## config.mk

```make
export PLATFORM = sky130hd
export DESIGN_NAME = ssme_front
export DESIGN_NICKNAME = d
export VERILOG_FILES = /design/src/rtl/ssme_pkg.sv /design/src/rtl/ssme_front.sv
export SDC_FILE = /design/constraint.sdc
export NUM_CORES = 1
export LEC_CHECK = 0
export ABC_AREA = 0
export BUFFER_PORTS_ARGS = -buffer_cell sky130_fd_sc_hd__clkbuf_2
export CORE_ASPECT_RATIO = 1.4
export CORE_MARGIN = 4
export CORE_UTILIZATION = 29
export CTS_CLUSTER_DIAMETER = 200
export CTS_CLUSTER_SIZE = 25
export DETAILED_ROUTE_END_ITERATION = 16
export SLEW_MARGIN = 20
export SYNTH_ARGS = -nofsm -noshare
export SYNTH_HDL_FRONTEND = slang
export SYNTH_SLANG_ARGS = --single-unit
```

## constraint.sdc

```tcl
create_clock -name clk -period 14.75 [get_ports clk]
set_input_delay 0 -clock clk [delete_from_list [all_inputs] [get_ports clk]]
set_output_delay 0 -clock clk [all_outputs]
set_load 0.01 [all_outputs]
```

## src/rtl/ssme_pkg.sv

```systemverilog
// ----------------------------------------------------------------------------
// ssme_pkg: shared types and constants of the skinning matrix engine
// Command word passed from the front end to the back end, result record and
// fixed-point constants.
// ----------------------------------------------------------------------------
package ssme_pkg;

  localparam int BONE_W      = 7;
  localparam int ELEM_W      = 4;
  localparam int VAL_W       = 32;
  localparam int Q_W         = 16;
  localparam int CFG_W       = 8;
  localparam int VALID_DEPTH = 128;

  // item opcodes
  localparam logic OP_LOAD = 1'b0;
  localparam logic OP_POSE = 1'b1;

  // 1.0 in Q16.16
  localparam logic signed [VAL_W-1:0] Q16_ONE = 32'sd65536;

  // classified item handed to the back end
  typedef struct packed {
    logic                    is_pose;
    logic                    frame_start;
    logic                    parent_ok;
    logic [BONE_W-1:0]       bone;
    logic [ELEM_W-1:0]       elem;
    logic signed [VAL_W-1:0] value;
    logic [BONE_W-1:0]       parent;
    logic signed [Q_W-1:0]   qw;
    logic signed [Q_W-1:0]   qx;
    logic signed [Q_W-1:0]   qy;
    logic signed [Q_W-1:0]   qz;
  } cmd_t;

  // one skinning matrix element
  typedef struct packed {
    logic signed [VAL_W-1:0] value;
    logic [BONE_W-1:0]       bone;
    logic [ELEM_W-1:0]       elem;
    logic                    last;
  } res_t;

endpackage

```

## src/rtl/ssme_front.sv

```systemverilog
// ----------------------------------------------------------------------------
// ssme_front: input classification and command queue
// Holds bone_count, drops items that touch no state, and queues the rest
// for the back end in a two-entry queue.
// ----------------------------------------------------------------------------
module ssme_front #(
  parameter int MAX_BONES = 128
) (
  input  logic                                 clk,
  input  logic                                 rst_n,
  input  logic                                 cfg_we,
  input  logic [ssme_pkg::CFG_W-1:0]           cfg_data,
  input  logic                                 in_push,
  output logic                                 in_full,
  input  logic                                 in_opcode,
  input  logic [ssme_pkg::BONE_W-1:0]          in_bone_index,
  input  logic [ssme_pkg::ELEM_W-1:0]          in_element_index,
  input  logic signed [ssme_pkg::VAL_W-1:0]    in_element_value,
  input  logic signed [7:0]                    in_parent_index,
  input  logic signed [ssme_pkg::Q_W-1:0]      in_quat_w,
  input  logic signed [ssme_pkg::Q_W-1:0]      in_quat_x,
  input  logic signed [ssme_pkg::Q_W-1:0]      in_quat_y,
  input  logic signed [ssme_pkg::Q_W-1:0]      in_quat_z,
  output logic                                 cmd_valid,
  output ssme_pkg::cmd_t                       cmd,
  input  logic                                 cmd_pop
);

  localparam int CW = 11;

  logic [ssme_pkg::CFG_W-1:0] bone_count_r;
  logic [CW-1:0]              active;
  logic                       pose_ok;
  logic                       load_ok;
  logic                       parent_ok;
  logic                       keep;
  logic                       accept;
  logic                       push_q;
  logic                       pop_q;
  ssme_pkg::cmd_t             new_cmd;
  ssme_pkg::cmd_t             q_r [2];
  logic                       wr_ptr_r;
  logic                       rd_ptr_r;
  logic [1:0]                 cnt_r;

  // bone count register
  always_ff @(posedge clk) begin
    if (!rst_n) begin
      bone_count_r <= '0;
    end else if (cfg_we) begin
      bone_count_r <= cfg_data;
    end
  end

  // effective bone count and classification
  assign active = (CW'(bone_count_r) < CW'(MAX_BONES)) ? CW'(bone_count_r) : CW'(MAX_BONES);
  assign pose_ok   = CW'(in_bone_index) < active;
  assign load_ok   = CW'(in_bone_index) < CW'(MAX_BONES);
  assign parent_ok = !in_parent_index[7] && (CW'(in_parent_index[6:0]) < active);
  assign keep      = (in_opcode == ssme_pkg::OP_POSE) ? pose_ok : load_ok;

  always_comb begin
    new_cmd.is_pose     = (in_opcode == ssme_pkg::OP_POSE);
    new_cmd.frame_start = (in_bone_index == '0);
    new_cmd.parent_ok   = parent_ok;
    new_cmd.bone        = in_bone_index;
    new_cmd.elem        = in_element_index;
    new_cmd.value       = in_element_value;
    new_cmd.parent      = in_parent_index[6:0];
    new_cmd.qw          = in_quat_w;
    new_cmd.qx          = in_quat_x;
    new_cmd.qy          = in_quat_y;
    new_cmd.qz          = in_quat_z;
  end

  // queue handshake
  assign in_full   = (cnt_r == 2'd2);
  assign accept    = in_push && !in_full;
  assign push_q    = accept && keep;
  assign cmd_valid = (cnt_r != 2'd0);
  assign pop_q     = cmd_pop && cmd_valid;
  assign cmd       = q_r[rd_ptr_r];

  // queue pointers
  always_ff @(posedge clk) begin
    if (!rst_n) begin
      wr_ptr_r <= 1'b0;
      rd_ptr_r <= 1'b0;
      cnt_r    <= 2'd0;
    end else begin
      if (push_q) wr_ptr_r <= !wr_ptr_r;
      if (pop_q)  rd_ptr_r <= !rd_ptr_r;
      case ({push_q, pop_q})
        2'b10:   cnt_r <= cnt_r + 2'd1;
        2'b01:   cnt_r <= cnt_r - 2'd1;
        default: cnt_r <= cnt_r;
      endcase
    end
  end

  // queue storage
  always_ff @(posedge clk) begin
    if (push_q) q_r[wr_ptr_r] <= new_cmd;
  end

endmodule

```

==> flow_summary_export.csv <==
group,metric,value,unit
outcome,status,"complete, no violations",
detailed_routing,route.detailed.wl_per_inst,16.9,um
worst_hold_path,hold_class,"primary input to register",
critical_path,path_common_cell,"buf_4",
worst_hold_path,hold_depth,2,
yosys,synth_top_area_share,75.6,%
yosys,syn_nets,602,
timing,hold_violations,0,
die,initial_utilization,29.4,%
die,die_area,35000,um2
yosys,synth_fa_ha_area_share,1.75,%
clock_tree,cts_buffers,13,
die,pin_count,248,
grt,grt_pass1_vias,5897,
timing,skew,22.6,ps
yosys,synth_top_family_by_area,"multiplexers",
timing,period_needed,3580,ps
clock_tree,clockBufferDepth,3,
critical_path,critPathKind,"register to register",
critical_path,crit_required,14860,ps
yosys,synth-xor-area-share,0.283,%
placed_design,gp_congestion,0.735,
die,die_height,220,um
detailed_routing,ant_nets,0,
timing,worst_pin_slew,1070,ps
final_layout,drive_gt1_share,45.8,%
timing,report.final.slew_viol_count,0,
yosys,netlist_area,9290,um2
yosys,synthMuxAreaShare,15.2,%
critical_path,worst_setup_path_end_kind,"register",
clock_tree,htreeDepth,1,
placed_design,port-buffer-count,247,
yosys,synth-compound-area-share,1.01,%
placed_design,placed_area,11000,um2
clock_tree,cts-root-buf,"clkbuf_16",
critical_path,worstRegToRegCells,9,
pwr,power_density,140,nW/um2
die,chipWidth,159,um
placed_design,dp_hpwl,13800,um
yosys,synthFlopType,"edfxtp_1",
grt,grt_overflow,0,
critical_path,worst-path-stages,9,
grt,gr-usage-all-layers,11.7,%
timing,rsz0062_at_grt,"no",
critical_path,path_buf_inv,3,
flow_run,max_cap_violations,0,
detailed_routing,dr.pass1.iters,4,
yosys,synth_cell_types,34,
final_layout,final_common_cell,"clkbuf_2",
grt,antenna_found_initial,1,
critical_path,crit_path_top_delay_cell,"buf_4",
clock_tree,path_clk_slew,100,ps
yosys,synth.avg_cell_area,20.2,um2
die,rows,77,
pwr,vdd_drop_max,0.0000901,V
yosys,synth_seq_cells,247,
detailed_routing,vias,5500,
detailed_routing,drt_iter0_drc,213,
clock_tree,tritoncts,"done",
timing,slew_headroom,28.5,%
detailed_routing,viasPerCell,4.39,
pwr,p_leak,4.80,nW
grt,grt_pass1_wl,32700,um
grt,grt_start_max_net_pins,76,
yosys,yosysTopAreaCell,"edfxtp_1",
critical_path,arrival,3690,ps
yosys,synth-simple-area-share,2.58,%
final_layout,fillCellCount,2925,
final_layout,nNetsFinal,996,
yosys,synth_edf_count,234,
timing,min_period_over_period,24.2,%
die,coreArea,31600,um2
yosys,async_reset_ff_share,0,%
final_layout,mostFrequentLayoutCells,"clkbuf_2 (247), edfxtp_1 (234), dlygate4sd3_1 (141), mux2_2 (118)",
timing,fmax,280,MHz
yosys,yosys_warnings,0,
detailed_routing,drc,0,
critical_path,critPathLaunchType,"register",
final_layout,final_area,12800,um2
critical_path,crit_fanout,74,
clock_tree,clk_latency,490,ps
detailed_routing,wirelength,21200,um
pwr,power,1.79,mW
yosys,syn_inst,460,
timing,totalNegativeSetupSlack,0,ps
timing,setup_viol,0,
critical_path,path_delay_family,"buffers and inverters",
yosys,ys_seq_area_share,78.4,%
clock_tree,cts_num_sinks,247,
final_layout,syn2layout_area_growth,37.7,%
critical_path,path_cells,"inv_1 -> nand2_1 -> ha_1 -> nor4b_1 -> or4_4 -> a21oi_1 -> nor3_2 -> buf_4 -> buf_4",
final_layout,diodes,0,
yosys,synth_area_leaders,"edfxtp_1 (76%), mux2_2 (14%), dfxtp_1 (2.8%), ha_1 (1.8%), mux2i_1 (0.86%)",
critical_path,slowest_delay,870,ps
## metrics by stage
stage	utilization (%)	std cells	hold slack, ps	setup slack (ps)
CTS	40.4	1253	202	11130
global placement	34.8	1092	190	11150
detailed placement	34.8	1092	193	11130
global route	40.5	1254	206	10860
finish	40.5	1254	239	11170
floorplan	-	460	98.9	4260
## per-layer routing
layer	track usage [%]	share of wire [%]	vias up	routed length (um)
met3	2.41	5.0	44	1060
met1	13.2	38	2719	8050
met2	21.7	53	149	11300
li1	-	-	2586	-
met4	4.66	3.5	2	733
met5	0	0.033	-	7
## path summary, 6_finish.rpt
kind                   startpoint          to  slack (ps)
setup / recovery  bone_count_r[7]  q_r[0][46]       11170
hold / removal      in_quat_w[10]  q_r[0][58]         240
setup reg to reg  bone_count_r[7]  q_r[0][46]       11170
hold reg to reg          cnt_r[1]    cnt_r[1]         560
## cell type report
cell class                 instances  area (um2)  share of cell area (%)
multi-input combinational        197        1940                    15.2
clock buffer                      18         344                    2.69
sequential                       247        7290                    57.0
tap                              395         494                    3.86
clock inverter                     2        13.8                   0.108
inverter                           1        3.75                  0.0293
timing repair buffer             394        2710                    21.2
## report_power, final
| part | switching, mW | internal (mW) |
|---|---|---|
| Sequential | 0.0375 | 0.878 |
| Combinational | 0.259 | 0.237 |
| Clock | 0.209 | 0.166 |
## logic make-up (layout without fill, tap and decap cells)
family,Yosys count,count (layout)
simple gates,41,41
buf+inv,16,415
fa+ha+maj,13,13
mux,126,126
xor+xnor,3,3
flops,247,247
compound gates,14,14
## flip-flops by register name, indices dropped and copies added (netlist names), named ones only
| signal | count |
|---|---|
| q_r | 234 |
| bone_count_r | 8 |
| cnt_r | 2 |
| rd_ptr_r | 1 |
| wr_ptr_r | 1 |
## cell usage after synthesis (all sizes together) (2+ instances only)
cell type,count
xnor2,3
ha,13
buf,12
clkbuf,3
and2,2
dfxtp,13
a21o,2
mux2,118
nand2b,4
a21oi,5
or4,2
or2,2
mux2i,8
edfxtp,234
nand4,2
nand3,2
nor2b,11
nand2,9
## timing repair
item                                   4_1_cts  5_1_grt
gates resized for setup                      0        0
hold buffers                               141        0
endpoints found under the hold margin      247        0
buffers inserted                             0        0
(Power assumes the default switching activity.)
